$ cat src/design/bwfc_pkg.sv
// ----------------------------------------------------------------------------
// bwfc_pkg
// Shared types and constants of the binary-weight fully connected layer.
// ----------------------------------------------------------------------------
`default_nettype none

package bwfc_pkg;

    // Layer dimensions and field widths.
    localparam int MAX_OUTPUTS = 64;
    localparam int MAX_INPUTS  = 1024;
    localparam int ROW_W       = $clog2(MAX_OUTPUTS);
    localparam int COL_W       = $clog2(MAX_INPUTS);
    localparam int ADDR_W      = ROW_W + COL_W;
    localparam int STORE_DEPTH = MAX_OUTPUTS * MAX_INPUTS;
    localparam int VAL_W       = 16;
    localparam int OUT_W       = 48;
    localparam int K_W         = 11;
    localparam int N_W         = 7;
    localparam int SUM_W       = 26;
    localparam int ACC_W       = 43;
    localparam int QDEPTH      = 4;

    // Input kind codes.
    localparam logic [1:0] KIND_WEIGHT = 2'd0;
    localparam logic [1:0] KIND_BIAS   = 2'd1;
    localparam logic [1:0] KIND_ACT    = 2'd2;

    // Register indexes on the configuration port.
    localparam logic [2:0] REG_USE_BIN  = 3'd0;
    localparam logic [2:0] REG_USE_SCL  = 3'd1;
    localparam logic [2:0] REG_POS_VAL  = 3'd2;
    localparam logic [2:0] REG_NEG_VAL  = 3'd3;
    localparam logic [2:0] REG_BIAS_EN  = 3'd4;
    localparam logic [2:0] REG_K_IN_USE = 3'd5;
    localparam logic [2:0] REG_N_IN_USE = 3'd6;

    // Command operations passed from the front end to the engine.
    typedef enum logic [1:0] {
        OP_WEIGHT,
        OP_BIAS,
        OP_ACT,
        OP_RUN
    } t_op;

    typedef struct packed {
        logic [1:0]              kind;
        logic [ROW_W-1:0]        row;
        logic [COL_W-1:0]        col;
        logic signed [VAL_W-1:0] value;
    } t_in_item;

    typedef struct packed {
        logic [ROW_W-1:0]        out_index;
        logic signed [OUT_W-1:0] out_value;
        logic                    last;
    } t_out_item;

    typedef struct packed {
        t_op                     op;
        logic [ROW_W-1:0]        row;
        logic [COL_W-1:0]        col;
        logic signed [VAL_W-1:0] value;
    } t_cmd;

    // Configuration in force, lengths already clamped to their legal range.
    typedef struct packed {
        logic                    use_bin;
        logic                    use_scale;
        logic signed [VAL_W-1:0] pos_value;
        logic signed [VAL_W-1:0] neg_value;
        logic                    bias_en;
        logic [K_W-1:0]          k_eff;
        logic [N_W-1:0]          n_eff;
    } t_cfg;

endpackage

`default_nettype wire

$ cat src/design/bwfc_div.sv
// ----------------------------------------------------------------------------
// bwfc_div
// Restoring divider, one quotient bit a cycle, for the row scale.
// ----------------------------------------------------------------------------
`default_nettype none

module bwfc_div (
    input  wire logic                       i_clk,
    input  wire logic                       i_rst_n,
    input  wire logic                       i_start,
    input  wire logic [bwfc_pkg::SUM_W-1:0] i_dividend,
    input  wire logic [bwfc_pkg::K_W-1:0]   i_divisor,
    output logic                            o_done,
    output logic [bwfc_pkg::SUM_W-1:0]      o_quot
);
    import bwfc_pkg::*;

    localparam int CNT_W = $clog2(SUM_W);

    logic [SUM_W-1:0] r_quo;
    logic [K_W-1:0]   r_rem;
    logic [K_W-1:0]   r_div;
    logic [CNT_W-1:0] r_cnt;
    logic             r_busy;
    logic             r_done;
    logic [K_W:0]     w_trial;
    logic [K_W:0]     w_diff;
    logic             w_ge;

    assign o_done  = r_done;
    assign o_quot  = r_quo;
    assign w_trial = {r_rem, r_quo[SUM_W-1]};
    assign w_ge    = (w_trial >= {1'b0, r_div});
    assign w_diff  = w_trial - {1'b0, r_div};

    // Shift-subtract iteration.
    always_ff @(posedge i_clk) begin
        if (!i_rst_n) begin
            r_busy <= 1'b0;
            r_done <= 1'b0;
            r_cnt  <= '0;
        end else begin
            r_done <= 1'b0;
            if (i_start) begin
                r_quo  <= i_dividend;
                r_rem  <= '0;
                r_div  <= i_divisor;
                r_cnt  <= '0;
                r_busy <= 1'b1;
            end else if (r_busy) begin
                r_rem <= w_ge ? w_diff[K_W-1:0] : w_trial[K_W-1:0];
                r_quo <= {r_quo[SUM_W-2:0], w_ge};
                r_cnt <= r_cnt + CNT_W'(1);
                if (r_cnt == CNT_W'(SUM_W - 1)) begin
                    r_busy <= 1'b0;
                    r_done <= 1'b1;
                end
            end
        end
    end

endmodule

`default_nettype wire

$ cat config.mk
export PLATFORM = sky130hd
export DESIGN_NAME = bwfc_div
export DESIGN_NICKNAME = d
export VERILOG_FILES = /design/src/design/bwfc_pkg.sv /design/src/design/bwfc_div.sv
export SDC_FILE = /design/constraint.sdc
export NUM_CORES = 1
export LEC_CHECK = 0
export ABC_AREA = 1
export BUFFER_PORTS_ARGS = -buffer_cell sky130_fd_sc_hd__buf_2
export CORE_ASPECT_RATIO = 0.75
export CORE_MARGIN = 3
export CORE_UTILIZATION = 50
export DETAILED_ROUTE_END_ITERATION = 16
export GPL_ROUTABILITY_DRIVEN = 0
export PLACE_DENSITY = 0.7
export SLEW_MARGIN = 10
export SYNTH_ARGS = -nofsm -noshare
export SYNTH_HDL_FRONTEND = slang
export SYNTH_SLANG_ARGS = --single-unit
$ cat constraint.sdc
create_clock -name i_clk -period 2.88 [get_ports i_clk]
set_clock_uncertainty 0.1 [all_clocks]
set_input_delay 0.432 -clock i_clk [delete_from_list [all_inputs] [get_ports i_clk]]
set_output_delay 0.432 -clock i_clk [all_outputs]
set_load 0.005 [all_outputs]
* Word-level counts from Yosys, hierarchy flattened
Cells that the tools add are included.
Word-level totals: register bits after elaboration 55, bits in read-only memories 0, logic and storage cells 25, bits in writable memories 0, output and inout bits 27, bits of input ports 40, latch bits 0, memories 0
Cells by class: multiplexer cells 8, reductions and logical operators 5, shift operators 0, order comparisons 1, div/mod/pow operators 0, add/subtract/negate cells 2, bitwise logic cells 2, $mul 0, equality and inequality tests 1
Operator list (count):
- $mux W26 | 2
- $mux W11 | 2
- $ge A12 B11 Y1 | 1
- $sub A11 B11 Y11 | 1
- $add A5 B1 Y5 const B | 1
- $eq A5 B5 Y1 const B | 1
- $mux W1 | 4
- $reduce_and A2 Y1 | 2
- $reduce_or A3 Y1 | 1
- $not A1 Y1 | 2
- $reduce_bool A2 Y1 | 1
- $reduce_or A2 Y1 | 1

* Logic depth before layout (Yosys ltp)
depth after elaboration 4, mapped depth 12, mapped depth without buffers 12

* Least setup slack after synthesis
No wires, ideal clock.
path type register to register, start register r_quo[25] (netlist: o_quot[25]), end register r_rem[4] (data pin), path buffers 1, setup time 0.253 ns, data required time 2.527 ns, data arrival time 1.744 ns, setup slack 0.783 ns, clock period less this slack 2.097 ns, stages on the path, launching flop included 13, cells stage by stage edfxtp_1 inv_1 ha_1 fa_1 inv_1 nand3_1 nand3_1 nand3_2 nand3_1 nor2_2 buf_6 nor2_1 nor2_1
On the way: cells in the longest elaborated chain, start to end 3, elaborated cells on any way between the ends 4, those cells by class add/sub: 1; order compare: 1; mux: 2
Ends and longest elaborated chain:
- start, declared | line bwfc_div.sv:20 | logic [SUM_W-1:0] r_quo;
- start signal, assigned | line bwfc_div.sv:45 | r_quo <= i_dividend;
- start signal, assigned | line bwfc_div.sv:52 | r_quo <= {r_quo[SUM_W-2:0], w_ge};
- $sub A11 B11 Y11 or $ge A12 B11 Y1 (tied branches) | line bwfc_div.sv:34, bwfc_div.sv:33
- $mux W11 (*) | line bwfc_div.sv:51 | r_rem <= w_ge ? w_diff[K_W-1:0] : w_trial[K_W-1:0];
- $mux W11 (*) | line bwfc_div.sv:50 | end else if (r_busy) begin
- end signal, assigned | line bwfc_div.sv:51
- end, declared | line bwfc_div.sv:21 | logic [K_W-1:0] r_rem;
Mark *: on every way between the ends. The rest lies on a longest branch, timed or not. The select of a mux whose other input is x is not followed. A chain may end at the register's enable or synchronous reset.

* Worst setup path in the final report
start register r_quo[25] (netlist: o_quot[25]), end register r_quo[0] (netlist: o_quot[0]) (data pin)
On the way: cells in the longest elaborated chain, start to end 3
Ends and longest elaborated chain:
- $ge A12 B11 Y1 | line bwfc_div.sv:33 | assign w_ge = (w_trial >= {1'b0, r_div});
- $mux W26 | line bwfc_div.sv:50
- $mux W26 | line bwfc_div.sv:44 | if (i_start) begin
Every way passes these cells. The select of a mux whose other input is x is not followed.

==> reports/results.txt <==
Grt total ovfl - 0
Max VDD drop - 276 uV
Unique cell type count in the Yosys netlist - 29
Seq cells post-synth - 55
Worst Path Max Fanout - 12
Max-cap violations - 0
Cell Count, Final, Fillers Out - 508
Area of the multi-input gates - 1180 sq um
Fin. Hold Viols - 0
Std cell rows - 23
Top post-synthesis cells by count - 145 x nand2_1, 54 x inv_1, 48 x edfxtp_1, 33 x nor2_1
Status - finished clean
DP HPWL - 5140 um
Setup TNS - 0 ps
Die area - 7030 sq um
Vias in the first global route - 2254
Met2 Routed Length - 3170 um
YS warnings - 0
Placed insts - 500
Crit end category - flop
Post-route cell area - 3520 sq um
Startpoint types - flop
Final hold slack - 193 ps
Top-area cell type share of the netlist area - 47.7%
Fill count - 504
Final Slew Violations - 0
Synthesized cell area - 3020 sq um
PwrDens - 560 nW/um^2
Resized cells post-CTS - 0
Register area share after synthesis - 52.3%
Post-Route WL - 6920 um
Register area - 1580 sq um
Area delta synth->final - 16.5%
Worst slew pin tran - 612 ps
Count leader, synth - nand2_1
Critical Path RT - 2830 ps
Min cycle time layout - 2500 ps
Num CTS Buffers - 5
Worst-Skew Late Latency - 300 ps
Main synth FF type - edfxtp_1
WP data arrival - 2450 ps
Relative slew slack - 59.1%
DR DRC count - 0
Highest metal layer with signal wires - met4
CP Class - flop to flop
R2r startpoint - o_quot[25]
Cell count after synthesis - 366
Wire per inst - 13.6 um
Worst Path Buf+Inv - 2
Reg2reg path depth - 10
Detailed Route Iter0 Violations - 186
Overall routing resource usage - 20.5%
Delay-heaviest family, CP - simple AND/OR/NAND/NOR gates
First-pass GRT wire length - 11000 um
Core area - 5580 sq um
Top cells by area, synth - edfxtp_1 48%, nand2_1 18%, inv_1 6.7%
Cell Chain, Critical Path - inv_1, ha_1, fa_1, inv_1, nand3_1, nand3_1, nand3_2, nand3_1, nor2_2, o21ai_1
CTS Hold Buffers Added - 0
Hold Path Sink - r_div[6]
TritonCTS sink count - 55
FMAX - 400 MHz
Setup Viol. Count Final - 0
Post-synth ARST share - 0%
Mapped Nets - 420
Die height - 73.4 um
Via count - 2544
Post-synth top area cell - edfxtp_1
Initial antenna violation count - 0
Static leakage - 1.81 nW
Hold path depth - 1
Clock Path Buffers - 2
Wire length on met1 - 3280 um
DR vias/cell - 5.01
Max incr delay on CP - 440 ps
Post-synth EDFFs - 48
Avg Cell Area, Syn - 8.26 sq um
RSZ-0062 raised after global routing - false
Wire length on met3 - 416 um
Final #Nets - 486
Tcrit/Tclk final - 86.9%
Crit-path slowest cell - nor2_2
CTS tree - built
Post-Place Cell Area - 3420 sq um
Largest net degree at the start of global routing - 38
Starting density of the core - 54.2%
Worst-path clk slew - 100 ps
Antenna diode count - 0
Hold path start - i_divisor[6]
Router iterations before antenna repair - 5
Setup Fix Bufs, Post-CTS - 0
H-tree levels - 2
Hold crit path type - input pin to flop
Boundary Pins - 67
Critical path's most frequent cell - nand3_1
R2r endpoint - o_quot[0]
Width of the die - 95.8 um
Worst R2R Setup Slack - 380 ps
Root buffer cell - clkbuf_8
Ratio of cells with drive above 1 in the final layout - 19.2%
Routed Antenna Nets - 0
Buffers added on ports - 66
[layer usage]
metal | GRT usage [%] | vias up
met5 | 0 | -
met4 | 4.26 | 0
met3 | 3.79 | 4
met2 | 31.1 | 70
met1 | 30.7 | 1170
li1 | - | 1300
[cell type report]
type | instances | area share (%)
Inverter | 55 | 5.86
Tap cell | 75 | 2.66
Sequential cell | 55 | 44.9
Clock inverter | 1 | 0.178
Timing Repair Buffer | 69 | 10.0
Clock buffer | 7 | 2.77
Multi-Input combinational cell | 246 | 33.6
[power by group]
part	internal [W]	switching (W)
sequential	0.000958	0.0000386
combinational	0.000186	0.000312
clock	0.000226	0.000253
total	0.00137	0.000604
[per-stage QoR]
step	setup WS, ps	utilization [%]	power [W]
floorplan	783	-	0.00136
finish	378	63.1	0.00197
detailed placement	448	61.3	0.00151
global placement	542	61.3	0.00149
CTS	412	63.1	0.00198
global route	133	63.1	0.00211
[registers in the layout (all words and copies together) (netlist names)]
signal and cells:
o_quot 26, r_div 11, r_rem 11, r_cnt 5, o_done 1, r_busy 1
[kinds of logic (layout without fill, tap and decap cells)]
| logic type | after synthesis | after routing | synth area share [%] |
|---|---|---|---|
| buffers and inverters | 65 | 132 | 8.52 |
| AOI/OAI and AO/OA | 10 | 10 | 1.86 |
| and+or+nand+nor | 219 | 219 | 30.4 |
| xor gates and xnor gates | 3 | 3 | 0.869 |
| DFF | 55 | 55 | 52.3 |
| adders and majority gates | 14 | 14 | 6.04 |
[cells in the final DEF, fill, tap and decap left out]
cell,n
a211oi_1,1
a21oi_1,6
a31oi_1,1
buf_2,66
buf_4,3
clkbuf_1,1
clkbuf_16,1
clkbuf_8,5
dfxtp_1,7
edfxtp_1,48
fa_1,1
ha_1,13
inv_1,54
inv_2,1
inv_4,1
nand2_1,145
nand2_2,1
nand3_1,14
nand3_2,2
nand4_1,14
nor2_1,33
nor2_2,2
nor3_1,5
nor3_4,1
nor3b_1,1
nor4_1,1
o21a_1,1
o21ai_1,1
xnor2_1,1
xor2_1,2
[worst max path at each step]
stage,startpoint,slack [ps],depth (start not counted),end
after floorplan,o_quot[25],780,12,r_rem[4]
after global placement,o_quot[25],540,10,o_quot[0]
after detailed placement,o_quot[25],450,10,o_quot[0]
after CTS,o_quot[25],410,10,o_quot[0]
after global routing,o_quot[25],130,11,r_rem[7]
final,o_quot[25],380,10,o_quot[0]
Note: power is estimated with default switching activity, not from simulation.
