$ cat src/design/bwfc_pkg.sv
// ----------------------------------------------------------------------------
// bwfc_pkg
// Shared types and constants of the binary-weight fully connected layer.
// ----------------------------------------------------------------------------
`default_nettype none

package bwfc_pkg;

    // Layer dimensions and field widths.
    localparam int MAX_OUTPUTS = 64;
    localparam int MAX_INPUTS  = 1024;
    localparam int ROW_W       = $clog2(MAX_OUTPUTS);
    localparam int COL_W       = $clog2(MAX_INPUTS);
    localparam int ADDR_W      = ROW_W + COL_W;
    localparam int STORE_DEPTH = MAX_OUTPUTS * MAX_INPUTS;
    localparam int VAL_W       = 16;
    localparam int OUT_W       = 48;
    localparam int K_W         = 11;
    localparam int N_W         = 7;
    localparam int SUM_W       = 26;
    localparam int ACC_W       = 43;
    localparam int QDEPTH      = 4;

    // Input kind codes.
    localparam logic [1:0] KIND_WEIGHT = 2'd0;
    localparam logic [1:0] KIND_BIAS   = 2'd1;
    localparam logic [1:0] KIND_ACT    = 2'd2;

    // Register indexes on the configuration port.
    localparam logic [2:0] REG_USE_BIN  = 3'd0;
    localparam logic [2:0] REG_USE_SCL  = 3'd1;
    localparam logic [2:0] REG_POS_VAL  = 3'd2;
    localparam logic [2:0] REG_NEG_VAL  = 3'd3;
    localparam logic [2:0] REG_BIAS_EN  = 3'd4;
    localparam logic [2:0] REG_K_IN_USE = 3'd5;
    localparam logic [2:0] REG_N_IN_USE = 3'd6;

    // Command operations passed from the front end to the engine.
    typedef enum logic [1:0] {
        OP_WEIGHT,
        OP_BIAS,
        OP_ACT,
        OP_RUN
    } t_op;

    typedef struct packed {
        logic [1:0]              kind;
        logic [ROW_W-1:0]        row;
        logic [COL_W-1:0]        col;
        logic signed [VAL_W-1:0] value;
    } t_in_item;

    typedef struct packed {
        logic [ROW_W-1:0]        out_index;
        logic signed [OUT_W-1:0] out_value;
        logic                    last;
    } t_out_item;

    typedef struct packed {
        t_op                     op;
        logic [ROW_W-1:0]        row;
        logic [COL_W-1:0]        col;
        logic signed [VAL_W-1:0] value;
    } t_cmd;

    // Configuration in force, lengths already clamped to their legal range.
    typedef struct packed {
        logic                    use_bin;
        logic                    use_scale;
        logic signed [VAL_W-1:0] pos_value;
        logic signed [VAL_W-1:0] neg_value;
        logic                    bias_en;
        logic [K_W-1:0]          k_eff;
        logic [N_W-1:0]          n_eff;
    } t_cfg;

endpackage

`default_nettype wire

$ cat src/design/bwfc_front.sv
// ----------------------------------------------------------------------------
// bwfc_front
// Accepts input beats, drops unused kinds and tags the vector-closing
// activation as a run command for the engine.
// ----------------------------------------------------------------------------
`default_nettype none

module bwfc_front (
    input  wire logic               i_in_valid,
    input  wire bwfc_pkg::t_in_item i_in_item,
    output logic                    o_in_stall,
    input  wire logic               i_q_full,
    input  wire logic               i_clearing,
    input  wire bwfc_pkg::t_cfg     i_cfg,
    output logic                    o_push,
    output bwfc_pkg::t_cmd          o_cmd
);
    import bwfc_pkg::*;

    logic [K_W-1:0] w_k_m1;
    logic           w_accept;

    // Hold the input off while the queue is full or the store is being cleared.
    assign o_in_stall = i_q_full || i_clearing;
    assign w_accept   = i_in_valid && !o_in_stall;
    assign w_k_m1     = i_cfg.k_eff - K_W'(1);

    // Classify the beat into a command.
    always_comb begin
        o_cmd.row   = i_in_item.row;
        o_cmd.col   = i_in_item.col;
        o_cmd.value = i_in_item.value;
        o_cmd.op    = OP_ACT;
        o_push      = w_accept;
        unique case (i_in_item.kind)
            KIND_WEIGHT: o_cmd.op = OP_WEIGHT;
            KIND_BIAS:   o_cmd.op = OP_BIAS;
            KIND_ACT: begin
                o_cmd.op = (i_in_item.col == w_k_m1[COL_W-1:0]) ? OP_RUN : OP_ACT;
            end
            default: o_push = 1'b0;
        endcase
    end

endmodule

`default_nettype wire

$ cat config.mk
export PLATFORM = sky130hd
export DESIGN_NAME = bwfc_front
export DESIGN_NICKNAME = d
export VERILOG_FILES = /design/src/design/bwfc_pkg.sv /design/src/design/bwfc_front.sv
export SDC_FILE = /design/constraint.sdc
export NUM_CORES = 1
export LEC_CHECK = 0
export ABC_AREA = 1
export ABC_CLOCK_PERIOD_IN_PS = 1100
export BUFFER_PORTS_ARGS = -buffer_cell sky130_fd_sc_hd__buf_2
export CAP_MARGIN = 15
export CORE_ASPECT_RATIO = 1.1
export CORE_MARGIN = 1.5
export CORE_UTILIZATION = 25
export DETAILED_ROUTE_END_ITERATION = 8
export PLACE_DENSITY = 0.79
export SLEW_MARGIN = 10
export SYNTH_ARGS = -nofsm -noshare
export SYNTH_HDL_FRONTEND = slang
export SYNTH_SLANG_ARGS = --single-unit
$ cat constraint.sdc
create_clock -name vclk -period 1.1
set_input_delay 0.11 -clock vclk [all_inputs]
set_output_delay 0.11 -clock vclk [all_outputs]
set_load 0.01 [all_outputs]
# Word-level counts from Yosys, hierarchy flattened
# Cells that the tools add are included.
# op_classes
muxes	3
add_sub_neg	1
n_reduce_logical	5
eq_ne	3
# op_table
op	n
10-bit == test	1
10-bit by 1-bit subtractor with 10-bit output (second input constant)	1
2-bit one-hot mux with 3 select lines	1
3-bit OR reduction	1
2-bit by 1-bit == test with 1-bit output (second input constant)	1
2-bit == test (second input constant)	1
2-bit logical NOT	1
1-bit two-way mux	2
1-bit logical AND	1
1-bit logical NOT	1
1-bit logical OR	1
# totals
input_bits	90
out_inout_bits	36
reg_bits	0

# Longest topological paths before layout
# Gate-level depths: netlist (run 1).
# depth
word_depth	4
ltp_mapped	11

# Worst setup path before layout (run 1)
# Ideal clock, no wire load.
# synth_timing
kind	input to output
from	input i_cfg[7] (netlist bit)
to	output o_cmd[32] (netlist bit)
cell_stages	10
n_path_buf	0
required_time_ns	0.990
slack_ns	-0.070
arrival_ns	1.060
cell_sequence	inv_2 -> ha_1 -> inv_1 -> nand2_1 -> nand3b_1 -> nand2_1 -> nand2_1 -> nor2_1 -> nand3_2 -> o21bai_2
# synth_rtl
element	line	rtl
start: declaration	bwfc_front.sv:14	input wire bwfc_pkg::t_cfg i_cfg,
end: declaration	bwfc_front.sv:16	output bwfc_pkg::t_cmd o_cmd

==> results of run 1 <==
-- final cells by class --
cell class | instances | area, sq um | area share
Multi-Input combinational cell | 82 | 453 | 0.544
Timing Repair Buffer | 46 | 274 | 0.329
Inverter | 16 | 65.1 | 0.0781
Tap cell | 33 | 41.3 | 0.0495
-- metal layers --
layer	wire length, microns	vias up	part of all wire
met5	0	-	0
met4	17	0	0.011
met3	239	6	0.15
met2	756	39	0.47
met1	602	314	0.37
li1	-	397	-
-- per-stage QoR --
stage / setup TNS, ps / setup slack [ps] / cell area [sq um] / utilization
2_1_floorplan: -15.9 / -15.9 / 728 / -
3_3_place_gp: -297 / -297 / 773 / 0.283
3_5_place_dp: -341 / -341 / 773 / 0.283
4_1_cts: -265 / -265 / 810 / 0.297
5_1_grt: -286 / -286 / 833 / 0.306
6_report: -215 / -215 / 833 / 0.306
-- synth_stat cells (2+ instances only) --
cell type / number
nand2_1: 39
buf_4: 32
inv_1: 14
nand3_1: 14
nor2_1: 8
nor2_2: 5
nand3b_1: 3
o21ai_1: 2
or2_2: 2
xnor2_1: 2
-- critical path: cells and delay by family --
kind / cells / cell delay [ps]
and+or+nand+nor: 6 / 500
adders and majority gates: 1 / 250
buffers and inverters: 3 / 220
AOI/OAI and AO/OA: 1 / 120
-- power breakdown --
part	internal, mW	switching [mW]	total, mW
sequential	0	0	0
clock	0	0	0
combinational	0.140	0.146	0.285
-- how the worst max path moves through the flow --
stage | slack, ps | endpoint
2_1_floorplan | -20 | o_cmd[32]
3_3_place_gp | -300 | o_cmd[32]
3_5_place_dp | -340 | o_cmd[32]
4_1_cts | -260 | o_cmd[32]
5_1_grt | -290 | o_cmd[32]
6_report | -220 | o_cmd[32]
-- cell families after synthesis --
group / Yosys count / synth area share
compound gates: 3 / 0.0301
xor+xnor: 3 / 0.0372
fa+ha+maj: 1 / 0.0177
buf+inv: 49 / 0.431
simple gates: 75 / 0.484
-- repair_timing --
item / 4_1_cts / 5_1_grt
pin swaps: 7 / 2
resized for setup: 9 / 6
buffers inserted: 0 / 0
endpoints found under the setup margin: 1 / 1
gates cloned: 0 / 0
==> out/qor.txt, run 1 <==
Via density = 4.27
Biggest area consumer among synthesized cells = buf_4
Most frequent cells in the layout = nand2_1 (38), buf_2 (36), inv_1 (13)
RSZ-0062 raised after global routing = yes
P per Cell Area = 342 nW/um^2
Crit Path Class = in -> out
Initial Utilization = 0.259
Final Max Tran Viols = 0
Global-route wire length before repair = 2440 microns
Seq. cell area = 0 sq um
Seq Cell Count = 0
IO buf count = 39
DRT Pass-1 Iters = 4
Syn_nets = 222
GR Overflow Total = 0
Post-detailed-route count of antenna-violating nets = 0
CLK BUF = 0
CP Data Arrival Time = 1210 ps
Post-CTS Hold Fix Bufs = 0
Post-Layout Cell Count = 177
Wire length per cell = 9.12 microns
Max-cap viol count = 0
Post-Synthesis Cell Area = 706 sq um
GP Congestion = 0.844
Total Nets Final = 237
Crit path from = i_cfg[7]
Met2 track demand over resource = 0.178
Num rows = 20
Final Worst Setup Slack = -215 ps
M3 GR Usage = 0.0254
Worst hold slack = 220 ps
Full die area = 3150 sq um
Area Overhead vs Synth = 18.1%
Least-Margin Pin Slew = 173 ps
Hold path startpoint = i_in_item[10]
First DRT Iteration DRCs = 15
Initial antenna violation count = 0
Worst path max stage delay = 250 ps
Outcome = finished, violations left
Fin. Hold Viols = 0
Min-delay worst type = in -> out
Remaining DRCs = 0
Critical Path Source Type = input pin
Sequential share of the synthesized area = 0
Io pins = 126
Critical path endpoint category = output pin
Fillers = 313
Detailed Route WL = 1620 microns
GRT Total Usage = 0.0987
Total Power = 285 uW
Leak = 0.467 nW
Core area = 2730 sq um
Vias in the first global route = 636
Critical-path maximum fanout = 2
M1 GR Usage = 0.117
VDD IR-drop max = 0.143 mV
HPWL after detailed placement = 1460 microns
N_diodes = 0
Dpl cells = 177
Failing checks = setup timing
Final Cycle Share = 1.20
Fmax = 760 MHz
Chip width = 53.7 microns
Slowest stage cell, crit path = ha_4
Largest net degree at the start of global routing = 8
Die H = 58.7 microns
Post-Syn Instances = 131
WHS Endpoint = o_cmd[10]
Unique masters post-synth = 20
Vias = 756
Worst endpoint required time = 990 ps
Share of layout cells above drive strength 1 = 0.444
Avg Cell Area, Syn = 5.39 sq um
Yosys top cell area share = 0.340
Area contributors post-synth = buf_4 (34%), nand2_1 (21%), nand3_1 (9.9%), inv_1 (7.4%), nor2_2 (4.4%)
Final Setup Violations = 1
Slew HR = 0.884
Commonest non-fill, non-tap cell in the layout = nand2_1
Hold path cells = 0
Min cycle time layout = 1320 ps
Count of yosys warnings during synthesis = 0
CP Cell Sequence = buf_8, inv_4, ha_4, or2_4, nand3_2, nor2_1, nand2_1, nor2_1, nand3_2, o21bai_4, buf_6
Busiest grt layer = met2
(Power assumes the default switching activity.)
==> inputs of run 2 (changes only) <==
Settings changed: ABC_CLOCK_PERIOD_IN_PS 1100 to 1200.
Clock period 1.1 ns to 1.2 ns, I/O delays scaled along.
==> run 2 against run 1 <==
  * The flow still finishes with violations (setup timing)
  * Hold slack gained 20 ps
  * Die area unchanged
  * Via count fell by 2.6%
  * Design area down 5.7%
  * Cell count decreased by 1.1%
  * Combinational power down 13%
  * First-iteration DRC count down 53%
  * Clock-buffer cell count unchanged
  * Non-clock buffer count decreased by 2
  * Core utilization fell by 1.7 points
  * Critical path type unchanged
  * Critical endpoint unchanged
  * Largest cell class unchanged
  * Highest routed layer unchanged
==> out/qor.txt, run 2 (synthesized netlist as in run 1, its figures left out) <==
Detailed Route WL = 1550 microns (was 1620 microns)
Final Setup Violations = 1 (unchanged)
Leak = 0.451 nW (was 0.467 nW)
Fmax = 756 MHz
Seq Cell Count = 0 (unchanged)
Slew HR = 0.879 (was 0.884)
Area Overhead vs Synth = 11.3% (was 18.1%)
P per Cell Area = 314 nW/um^2 (was 342 nW/um^2)
Hold path cells = 0 (unchanged)
Final Max Tran Viols = 0 (unchanged)
Commonest non-fill, non-tap cell in the layout = nand2_1 (unchanged)
Core area = 2730 sq um (unchanged)
Full die area = 3150 sq um (unchanged)
Num rows = 20 (unchanged)
Most frequent cells in the layout = nand2_1 (39), buf_2 (37), inv_1 (13), nand3_1 (13), nor2_1 (8) (was nand2_1 (38), buf_2 (36), inv_1 (13))
Remaining DRCs = 0 (unchanged)
CLK BUF = 0 (unchanged)
Hold path startpoint = i_in_item[4] (was i_in_item[10])
Fin area = 786 sq um (was 833 sq um)
DP Area = 736 sq um (was 773 sq um)
Initial Utilization = 0.259 (unchanged)
Failing checks = setup timing (unchanged)
Largest net degree at the start of global routing = 8 (unchanged)
Final Worst Setup Slack = -123 ps (was -215 ps)
CP Data Arrival Time = 1200 ps (was 1210 ps)
Internal = 119 uW (was 140 uW)
Outcome = finished, violations left (unchanged)
Vias in the first global route = 654 (was 636)
GRT Total Usage = 0.0997 (was 0.0987)
Critical path endpoint category = output pin (unchanged)
Chip width = 53.7 microns (unchanged)
Post-Layout Cell Count = 175 (was 177)
Min cycle time layout = 1320 ps
Crit Path Class = in -> out (unchanged)
Critical-path maximum fanout = 2 (unchanged)
Dpl cells = 175 (was 177)
Io pins = 126 (unchanged)
M3 GR Usage = 0.0305 (was 0.0254)
Worst hold slack = 240 ps (was 220 ps)
WHS Endpoint = o_cmd[4] (was o_cmd[10])
Final Cycle Share = 1.10
First DRT Iteration DRCs = 7 (was 15)
GP Congestion = 0.806 (was 0.844)
Initial antenna violation count = 0 (unchanged)
Total Power = 247 uW (was 285 uW)
HPWL after detailed placement = 1430 microns (was 1460 microns)
VDD IR-drop max = 0.141 mV (was 0.143 mV)
M1 GR Usage = 0.117 (unchanged)
Met2 track demand over resource = 0.176 (was 0.178)
P_sw = 128 uW (was 146 uW)
Seq. cell area = 0 sq um (unchanged)
IO buf count = 39 (unchanged)
Fin. Hold Viols = 0 (unchanged)
RSZ-0062 raised after global routing = yes (unchanged)
Dpl ws = -251 ps (was -341 ps)
Post-CTS Hold Fix Bufs = 0 (unchanged)
Critical Path Source Type = input pin (unchanged)
Min-delay worst type = in -> out (unchanged)
Share of layout cells above drive strength 1 = 0.408 (was 0.444)
Clock power share = 0 (about the same)
Seq pwr share = 0 (about the same)
DRT Pass-1 Iters = 4 (unchanged)
Sw Share = 0.518 (was 0.511)
Die H = 58.7 microns (unchanged)
Busiest grt layer = met2 (unchanged)
GR Overflow Total = 0 (unchanged)
Post-detailed-route count of antenna-violating nets = 0 (unchanged)
Vias = 736 (was 756)
Worst endpoint required time = 1080 ps (was 990 ps)
Global-route wire length before repair = 2530 microns (was 2440 microns)
Total Nets Final = 235 (was 237)
N_diodes = 0 (unchanged)
Final core utilization = 0.288 (was 0.306)
Max-cap viol count = 0 (unchanged)
Combinational share of power = 1.000 (about the same)
Least-Margin Pin Slew = 179 ps (was 173 ps)
Via density = 4.21 (was 4.27)
Setup TNS = -123 ps (was -215 ps)
Wire length per cell = 8.88 microns (was 9.12 microns)
==> run 2: worst max-delay path by stage <==
stage,endpoint,depth (start not counted),start
after floorplan,o_cmd[32],10,i_cfg[7]
after global placement,o_cmd[32],12,i_cfg[7]
after detailed placement,o_cmd[32],12,i_cfg[7]
after CTS,o_cmd[32],11,i_cfg[8]
after global routing,o_cmd[32],11,i_cfg[9]
final,o_cmd[32],11,i_cfg[8]
==> run 2: power groups by stage <==
stage | sequential (mW) | clock, mW | combinational (mW)
floorplan | 0 | 0 | 0.216
global placement | 0 | 0 | 0.224
detailed placement | 0 | 0 | 0.228
CTS | 0 | 0 | 0.247
global route | 0 | 0 | 0.281
finish | 0 | 0 | 0.247
==> run 2: worst max-delay path, cell delays in order <==
cell	delay [ps]
buf_8	90
inv_4	30
ha_4	250
or2_4	110
nand3_2	40
nor2_1	90
nand2_1	60
nor2_1	110
nand3_2	80
o21bai_2	90
buf_2	140
==> run 2: per-layer routing <==
layer,wire length (microns),up-vias
li1,-,392
met1,634,301
met2,671,41
met3,241,2
met4,6,0
met5,0,-
==> run 2: repair_timing <==
action	in CTS	in global routing
pin swaps	4	0
endpoints found under the setup margin	1	1
gates resized for setup	11	1
setup buffers	0	0
==> run 2: layout make-up <==
| type | count | area [sq um] |
|---|---|---|
| inverters | 16 | 65.1 |
| repair buffers | 44 | 253 |
| multi-input cells | 82 | 427 |
| well taps | 33 | 41.3 |
| fillers | 314 | 1940 |
