`config.mk`:
```
export PLATFORM = sky130hd
export DESIGN_NAME = bwfc_queue
export DESIGN_NICKNAME = d
export VERILOG_FILES = /design/src/design/bwfc_pkg.sv /design/src/design/bwfc_queue.sv
export SDC_FILE = /design/constraint.sdc
export NUM_CORES = 1
export LEC_CHECK = 0
export BUFFER_PORTS_ARGS = -buffer_cell sky130_fd_sc_hd__buf_2
export CORE_MARGIN = 4
export CORE_UTILIZATION = 61
export CTS_CLUSTER_SIZE = 25
export DETAILED_ROUTE_END_ITERATION = 7
export GPL_TIMING_DRIVEN = 0
export HOLD_SLACK_MARGIN = 0.02
export PLACE_DENSITY = 0.95
export SETUP_SLACK_MARGIN = 0.2
export SLEW_MARGIN = 20
export SYNTH_ARGS = -nofsm -noshare
export SYNTH_HDL_FRONTEND = slang
export SYNTH_SLANG_ARGS = --single-unit
export TNS_END_PERCENT = 50
```
`constraint.sdc`:
```
create_clock -name i_clk -period 5.29 [get_ports i_clk]
set_clock_uncertainty 0.15 [all_clocks]
set_input_delay 0.2645 -clock i_clk [delete_from_list [all_inputs] [get_ports i_clk]]
set_output_delay 0.2645 -clock i_clk [all_outputs]
set_load 0.01 [all_outputs]
```
`src/design/bwfc_pkg.sv`:
```
// ----------------------------------------------------------------------------
// bwfc_pkg
// Shared types and constants of the binary-weight fully connected layer.
// ----------------------------------------------------------------------------
`default_nettype none

package bwfc_pkg;

    // Layer dimensions and field widths.
    localparam int MAX_OUTPUTS = 64;
    localparam int MAX_INPUTS  = 1024;
    localparam int ROW_W       = $clog2(MAX_OUTPUTS);
    localparam int COL_W       = $clog2(MAX_INPUTS);
    localparam int ADDR_W      = ROW_W + COL_W;
    localparam int STORE_DEPTH = MAX_OUTPUTS * MAX_INPUTS;
    localparam int VAL_W       = 16;
    localparam int OUT_W       = 48;
    localparam int K_W         = 11;
    localparam int N_W         = 7;
    localparam int SUM_W       = 26;
    localparam int ACC_W       = 43;
    localparam int QDEPTH      = 4;

    // Input kind codes.
    localparam logic [1:0] KIND_WEIGHT = 2'd0;
    localparam logic [1:0] KIND_BIAS   = 2'd1;
    localparam logic [1:0] KIND_ACT    = 2'd2;

    // Register indexes on the configuration port.
    localparam logic [2:0] REG_USE_BIN  = 3'd0;
    localparam logic [2:0] REG_USE_SCL  = 3'd1;
    localparam logic [2:0] REG_POS_VAL  = 3'd2;
    localparam logic [2:0] REG_NEG_VAL  = 3'd3;
    localparam logic [2:0] REG_BIAS_EN  = 3'd4;
    localparam logic [2:0] REG_K_IN_USE = 3'd5;
    localparam logic [2:0] REG_N_IN_USE = 3'd6;

    // Command operations passed from the front end to the engine.
    typedef enum logic [1:0] {
        OP_WEIGHT,
        OP_BIAS,
        OP_ACT,
        OP_RUN
    } t_op;

    typedef struct packed {
        logic [1:0]              kind;
        logic [ROW_W-1:0]        row;
        logic [COL_W-1:0]        col;
        logic signed [VAL_W-1:0] value;
    } t_in_item;

    typedef struct packed {
        logic [ROW_W-1:0]        out_index;
        logic signed [OUT_W-1:0] out_value;
        logic                    last;
    } t_out_item;

    typedef struct packed {
        t_op                     op;
        logic [ROW_W-1:0]        row;
        logic [COL_W-1:0]        col;
        logic signed [VAL_W-1:0] value;
    } t_cmd;

    // Configuration in force, lengths already clamped to their legal range.
    typedef struct packed {
        logic                    use_bin;
        logic                    use_scale;
        logic signed [VAL_W-1:0] pos_value;
        logic signed [VAL_W-1:0] neg_value;
        logic                    bias_en;
        logic [K_W-1:0]          k_eff;
        logic [N_W-1:0]          n_eff;
    } t_cfg;

endpackage

`default_nettype wire

```
`src/design/bwfc_queue.sv`:
```
// ----------------------------------------------------------------------------
// bwfc_queue
// Short command queue that lets the front end and the engine stall apart.
// ----------------------------------------------------------------------------
`default_nettype none

module bwfc_queue (
    input  wire logic           i_clk,
    input  wire logic           i_rst_n,
    input  wire logic           i_push,
    input  wire bwfc_pkg::t_cmd i_cmd,
    input  wire logic           i_pop,
    output bwfc_pkg::t_cmd      o_cmd,
    output logic                o_empty,
    output logic                o_full
);
    import bwfc_pkg::*;

    localparam int PTR_W = $clog2(QDEPTH);

    t_cmd             r_slot [0:QDEPTH-1];
    logic [PTR_W-1:0] r_wptr;
    logic [PTR_W-1:0] r_rptr;
    logic [PTR_W:0]   r_count;

    assign o_cmd   = r_slot[r_rptr];
    assign o_empty = (r_count == '0);
    assign o_full  = (r_count == (PTR_W+1)'(QDEPTH));

    // Pointers and fill level.
    always_ff @(posedge i_clk) begin
        if (!i_rst_n) begin
            r_wptr  <= '0;
            r_rptr  <= '0;
            r_count <= '0;
        end else begin
            if (i_push) begin
                r_wptr <= r_wptr + PTR_W'(1);
            end
            if (i_pop) begin
                r_rptr <= r_rptr + PTR_W'(1);
            end
            if (i_push && !i_pop) begin
                r_count <= r_count + (PTR_W+1)'(1);
            end else if (!i_push && i_pop) begin
                r_count <= r_count - (PTR_W+1)'(1);
            end
        end
    end

    // Payload slots.
    always_ff @(posedge i_clk) begin
        if (i_push) begin
            r_slot[r_wptr] <= i_cmd;
        end
    end

endmodule

`default_nettype wire

```
## After elaboration in Yosys (flattened, before gate mapping)

Memories as Yosys holds them, arrays and structs flattened. A register that Yosys moved wholly into a read port is not among the register bits.
Cells that the tools add are included.

- Output and inout port bits: 36
- Register bits: 7
- Input port bits: 38
- RAM bits: 136
- Memories kept: 1

Memory list:

| memory | depth | bits a word | rd ports | clocked after Yosys merged registers in | write ports | line | RTL |
|---|---|---|---|---|---|---|---|
| r_slot | 4 | 34 | 1 | 1 | 1 | bwfc_queue.sv:21 | `t_cmd r_slot [0:QDEPTH-1];` |

- Mux-type cells: 6
- Equal/unequal tests: 1
- Reductions and logical operators: 6
- Add/sub/neg operators: 4

Operators with widths:

| kind | number |
|---|---|
| 3-bit 2-to-1 mux | 2 |
| 2-bit by 1-bit adder with 2-bit output (second input constant) | 2 |
| 2-bit 2-to-1 mux | 2 |
| 3-bit by 1-bit adder with 3-bit output (second input constant) | 1 |
| 3-bit == test (second input constant) | 1 |
| 3-bit zero test | 1 |
| 3-bit by 1-bit subtractor with 3-bit output (second input constant) | 1 |
| 1-bit logical AND | 2 |
| 1-bit zero test | 2 |
| 1-bit 2-to-1 mux | 2 |
| 2-bit nonzero test | 1 |

## Logic depth before layout (Yosys ltp)

Gate-level depths: netlist of the first run.

- Depth in word-level cells: 4
- Mapped depth: 7
- Gate-level depth less buffers: 7

## Worst setup path before layout of the first run

OpenSTA, ideal clock, no wires.

- Kind: register to register
- Start point: reg r_wptr[0]
- End point: mem r_slot[2][0] in the netlist's numbering (enable)
- Stages on the path, launching flop included: 4
- Required time: 4.746 ns
- Data arrival time: 1.375 ns
- Period minus slack after synthesis: 1.919 ns
- Setup slack: 3.371 ns
- Setup time: 0.394 ns
- Cells stage by stage: dfxtp_1 > inv_1 > ha_1 > and2_1

RTL lines:

| what | line | RTL |
|---|---|---|
| from (decl) | bwfc_queue.sv:22 | `logic [PTR_W-1:0] r_wptr;` |
| from (signal assigned) | bwfc_queue.sv:38 | `r_wptr <= r_wptr + PTR_W'(1);` |
| to (decl) | bwfc_queue.sv:21 |  |

Straight into the memory's write port.

==> flow_summary.ini, run 1 <==
[setup_path]
crit_required_ns = 4.88
cp_cell_sequence = clkbuf_1 -> buf_2 -> mux4_2 -> buf_2
path_depth = 4
critPathLaunchType = flip-flop
slowest_stage = mux4_2
max_stage_delay_ns = 0.36
crit_path_end_kind = output pin
cp_max_fo = 10
critical_path.top_delay_family = buffers and inverters
reg2reg_depth = 4
path_class = flip-flop to output pin
worst_path_most_repeated_cell = buf_2
cp.arrival_ns = 1.95
cp.buffers_inverters = 3

[layout]
layoutNonFillerInstCount = 476
final_layout_size_suffix_gt1_frac = 0.402
final_cell_mix = edfxtp_1 (136), buf_2 (76), dlygate4sd3_1 (38)
final_common_cell = edfxtp_1
diodes = 0
syn2layout_area_growth_pct = 29.5
post-route-cell-area_um2 = 6990
nNetsFinal = 399

[cts]
cts-root-buf = clkbuf_8
clkTransAtPathRegs_ns = 0.06
post_cts_resized = 0
clock_path_buffers = 2
clk_latency_ns = 0.50
cts_tree = yes
cts_made_buffers = 17
holdBufCountCts = 38
clock-sinks = 145
h-tree-depth = 4
postCtsSetupBuffers = 0

[place]
globalplace.congestion = 0.647
placed_cell_area_um2 = 6020
dp_slack_ns = 3.26
dp_hpwl_mm = 5.82
dp.cells = 406
port_buffers = 73

[die]
core_um2 = 8680
ioPinCount = 74
fp.dieW_um = 102
dieArea_um2 = 10400
die_y_um = 102
rows = 34
start_util = 0.622

[yosys]
synthTopCellsByArea = edfxtp_1 (76%), mux4_2 (13%), dfxtp_1 (3.3%)
synth_top_area_share = 0.756
ys_warn_count = 0
synthesis.area_um2 = 5400
synth_top_cell_by_area = edfxtp_1
synth.ff_latch_count = 145
ys_seq_area_frac = 0.790
ys_types = 22
syn_area_per_cell_um2 = 24.4
synth_nets = 265
synthCells = 221

[power]
p_leak_nw = 2.48
vdd_drop_max_mv = 0.225
p_per_area_nw_per_um2 = 400

[grt]
grt_start_max_net_pins = 21
antenna_found_initial = 0
grt_pass1_wl_mm = 14.4
grt.overflow.total = 0
grt_usage = 0.195
grt_pass1_vias = 2749

[routing]
num_vias = 2596
drc = 0
first_iter_violations = 124
wl_per_cell_um = 19.2
ant_nets = 0
drtPass1Iterations = 4
viasPerCell = 5.45
wl_mm = 9.12

[flow_run]
cap_violations = 0

[sta]
fin_crit_ns = 2.36
maxSlewHeadroom = 0.653
max_slew.worst_pin.slew_ns = 0.520
finalCritPeriodShare = 0.446
hold_viol = 0
worst_slack_ns = 2.93
maxSlewViolCount = 0
fin_tns_setup_ns = 0
rsz0062_at_grt = false
holdWs_ns = 0.357
setup_viol = 0
fmax_ghz = 0.424

[run_status]
status = finished clean

[hold_path]
hold_path_class = input port to flip-flop
whs_path_depth = 2
-- layer usage --
metal | vias to the layer above | part of all wire | global-route usage
met3 | 9 | 0.057 | 0.0526
li1 | 1195 | - | -
met5 | - | 0 | 0
met4 | 0 | 0.010 | 0.0706
met2 | 89 | 0.54 | 0.332
met1 | 1303 | 0.39 | 0.245
-- synthesized netlist by cell type (all sizes together) --
cell type,n
mux4,34
a21boi,1
dfxtp,9
or3,1
fa,1
nand2,1
edfxtp,136
xnor2,2
nor3b,1
nor2b,2
clkbuf,1
ha,5
xor2,3
and2,9
buf,7
nor3,1
mux2i,2
o21ai,1
inv,4
-- through the flow --
stage               utilization  power, mW
floorplan                     -       1.52
global placement          0.680       1.60
detailed placement        0.693       1.63
CTS                       0.806       2.83
global route              0.806       2.91
finish                    0.806       2.79
-- flip-flops by register name, summed over array words and instances, names as in the netlist, named ones only --
name     cells
r_slot     136
r_rptr       2
r_count      3
r_wptr       2
-- cell families (layout without fill, tap and decap cells) --
logic type / count (synthesis) / in the layout / share of synthesized area
multiplexers: 36 / 36 / 0.148
flip-flops: 145 / 145 / 0.790
adder cells (fa/ha/maj): 6 / 6 / 0.0153
buffers and inverters: 12 / 159 / 0.0195
AND/OR/NAND/NOR: 15 / 15 / 0.0169
AO/OA/AOI/OAI: 2 / 2 / 0.00232
XOR/XNOR: 5 / 5 / 0.00811
-- final cells by class --
cell class | instances | area [um^2]
sequential | 145 | 4260
buffer | 8 | 90.1
inverter | 4 | 15.0
clock buffer | 19 | 422
timing repair buffer | 115 | 856
fill | 437 | 1690
tap | 108 | 135
clock inverter | 13 | 175
multi-input combinational | 64 | 1040
-- power breakdown --
group	switching, mW	internal (mW)
clock	0.444	0.726
combinational	0.137	0.152
sequential	0.0189	1.32
total	0.600	2.19
-- final timing paths --
check / start / endpoint / slack [ns]
max: flip-flop / o_cmd[32] / 2.93
min: i_cmd[9] / r_slot[0][9]$_DFFE_PP_ / 0.36
max reg2reg: r_count[0]$_SDFFE_PN0P_ / r_count[2]$_SDFFE_PN0P_ / 3.53
min reg2reg: r_count[2]$_SDFFE_PN0P_ / r_count[2]$_SDFFE_PN0P_ / 0.41
Power figures use the tool's default switching activity.
==> inputs of run 2 (changes only) <==
--- a/config.mk
+++ b/config.mk
@@ -5,14 +5,15 @@
 export SDC_FILE = /design/constraint.sdc
 export NUM_CORES = 1
 export LEC_CHECK = 0
+export ABC_AREA = 1
 export BUFFER_PORTS_ARGS = -buffer_cell sky130_fd_sc_hd__buf_2
 export CORE_MARGIN = 4
-export CORE_UTILIZATION = 61
+export CORE_UTILIZATION = 57
 export CTS_CLUSTER_SIZE = 25
 export DETAILED_ROUTE_END_ITERATION = 7
 export GPL_TIMING_DRIVEN = 0
 export HOLD_SLACK_MARGIN = 0.02
-export PLACE_DENSITY = 0.95
+export PLACE_DENSITY = 0.9
 export SETUP_SLACK_MARGIN = 0.2
 export SLEW_MARGIN = 20
 export SYNTH_ARGS = -nofsm -noshare
==> constraint.sdc (replaced) <==
create_clock -name i_clk -period 2.4 [get_ports i_clk]
set_clock_uncertainty 0.15 [all_clocks]
set_input_delay 0.12 -clock i_clk [delete_from_list [all_inputs] [get_ports i_clk]]
set_output_delay 0.12 -clock i_clk [all_outputs]
set_load 0.01 [all_outputs]
==> flow_summary.ini, run 2 <==
[run_status]
status = finished clean

[yosys]
synthCells = 387
synth.ff_latch_count = 145
synth-edff-count = 136
ys_seq_area_frac = 0.749
synth_commonest_cells = edfxtp_1 (136), o21ai_0 (69), nor2_1 (53)
synth_nets = 431
synth_top_cell_by_area = edfxtp_1
synthesis.area_um2 = 5690
synthTopCellsByArea = edfxtp_1 (72%), o21ai_0 (6.1%), o22ai_2 (4.4%)
synth_top_area_share = 0.718
ys_warn_count = 0
post-synth-top-count-cell = edfxtp_1
syn_area_per_cell_um2 = 14.7
yosys_most_used_dff = edfxtp_1
ys_async_sr_fraction = 0
ys_types = 23

[cts]
clock_path_buffers = 2
cts_made_buffers = 17
clk_latency_ns = 0.53
clock-sinks = 145
cts_tree = yes
clkTransAtPathRegs_ns = 0.06
cts-root-buf = clkbuf_8
h-tree-depth = 4

[setup_path]
cp_max_fo = 10
reg2reg_from = r_wptr[0]$_SDFFE_PN0P_
crit_required_ns = 2.13
path_class = flip-flop to output pin
critPathLaunchType = flip-flop
cp.arrival_ns = 1.80
crit_path_end_kind = output pin
rr_endpoint = r_slot[0][3]$_DFFE_PP_
reg2reg_slack_ns = 0.70
reg2reg_depth = 5

[die]
die_y_um = 108
dieArea_um2 = 11600
start_util = 0.585
ioPinCount = 74
rows = 36
core_um2 = 9730
fp.dieW_um = 108

[grt]
grt_start_max_net_pins = 29
grt_pass1_vias = 3878
grt.overflow.total = 0
grt_pass1_wl_mm = 20.2
antenna_found_initial = 0
grt_usage = 0.237

[sta]
rsz0062_at_grt = false
maxSlewHeadroom = 0.695
finalCritPeriodShare = 0.860
fin_tns_setup_ns = 0
max_slew.worst_pin.slew_ns = 0.458
worst_slack_ns = 0.335
setup_viol = 0
fmax_ghz = 0.484
maxSlewViolCount = 0
fin_crit_ns = 2.07
hold_viol = 0

[hold_path]
whs_path_depth = 2
min_to = r_slot[1][32]$_DFFE_PP_
hold_path_class = input port to flip-flop
hp-start = i_cmd[32]

[layout]
syn2layout_area_growth_pct = 29.0
nNetsFinal = 564
largest_registers = r_slot x136, r_count x3
final_layout_size_suffix_gt1_frac = 0.330
regMostFlops = r_slot
largest_register_ffs = 136
post-route-cell-area_um2 = 7340
fill_cells = 559
diodes = 0
final_common_cell = edfxtp_1
final_cell_mix = edfxtp_1 (136), buf_2 (85), o21ai_0 (69)
final_util = 0.755

[power]
vdd_drop_max_mv = 0.620
p_leak_nw = 2.71
p_per_area_nw_per_um2 = 881

[routing]
drc = 0
ant_nets = 0
drtPass1Iterations = 7
wl_mm = 13.2
viasPerCell = 5.71
first_iter_violations = 365
wl_per_cell_um = 19.8
num_vias = 3801

[place]
port_buffers = 73
dp_hpwl_mm = 7.73
dp_slack_ns = 0.700
globalplace.congestion = 0.742
placed_cell_area_um2 = 6320

[flow_run]
cap_violations = 0
run 2: cell families (layout without fill, tap and decap cells):
group / Yosys count / in the layout / synth area share
DFF: 145 / 145 / 0.749
AOI/OAI and AO/OA: 112 / 112 / 0.128
and+or+nand+nor: 86 / 86 / 0.0666
buffers and inverters: 38 / 184 / 0.0416
adders and majority gates: 6 / 6 / 0.0145
run 2: worst max path at each step:
stage	startpoint	end	slack, ns	cells past startpoint
5_1_grt	flip-flop	o_cmd[29]	0.26	6
3_3_place_gp	r_wptr[0]$_SDFFE_PN0P_	r_slot[0][7]$_DFFE_PP_	0.13	4
2_1_floorplan	r_wptr[0]$_SDFFE_PN0P_	r_slot[2][0]$_DFFE_PP_	0.60	4
4_1_cts	flip-flop	o_cmd[27]	0.29	4
3_5_place_dp	r_wptr[0]$_SDFFE_PN0P_	r_slot[0][8]$_DFFE_PP_	0.70	5
6_report	flip-flop	o_cmd[20]	0.33	6
run 2: worst max-delay path, cell delays in order (launching register included):
cell and delay [ns]:
dfxtp_1 0.31, buf_6 0.14, inv_6 0.07, buf_2 0.25, nor2_1 0.07, o22ai_1 0.25
buf_2 0.18
run 2: area by class of cell:
class,count,area (um^2),area share
sequential,145,4270,0.581
inverter,17,68.8,0.00937
clock inverter,14,226,0.0309
buffer,21,168,0.0228
timing repair buffer,114,838,0.114
clock buffer,18,418,0.0569
multi-input combinational,204,1190,0.162
tap,133,166,0.0227
run 2: report_power, final:
part | switching (mW) | internal (mW)
clock | 1.07 | 1.81
combinational | 0.396 | 0.270
sequential | 0.0393 | 2.88
run 2: through the flow:
step	hold WS, ns	instances	total power, mW
global placement	0.179	593	3.53
CTS	0.176	666	6.46
finish	0.183	666	6.47
floorplan	0.0689	387	3.31
global route	0.185	666	6.64
detailed placement	0.185	597	3.58
run 2: metal layers:
layer	global-route usage	share of wire	vias up
met1	0.279	0.37	1834
met2	0.417	0.52	221
li1	-	-	1710
met4	0.0965	0.025	0
met3	0.0588	0.082	36
met5	0	0	-
run 2: what timing repair did:
item | CTS | global route
hold endpoints to repair | 151 | 0
endpoints found under the setup margin | 0 | 1
setup buffers | 0 | 0
resized for setup | 0 | 1
hold buffers | 37 | 0
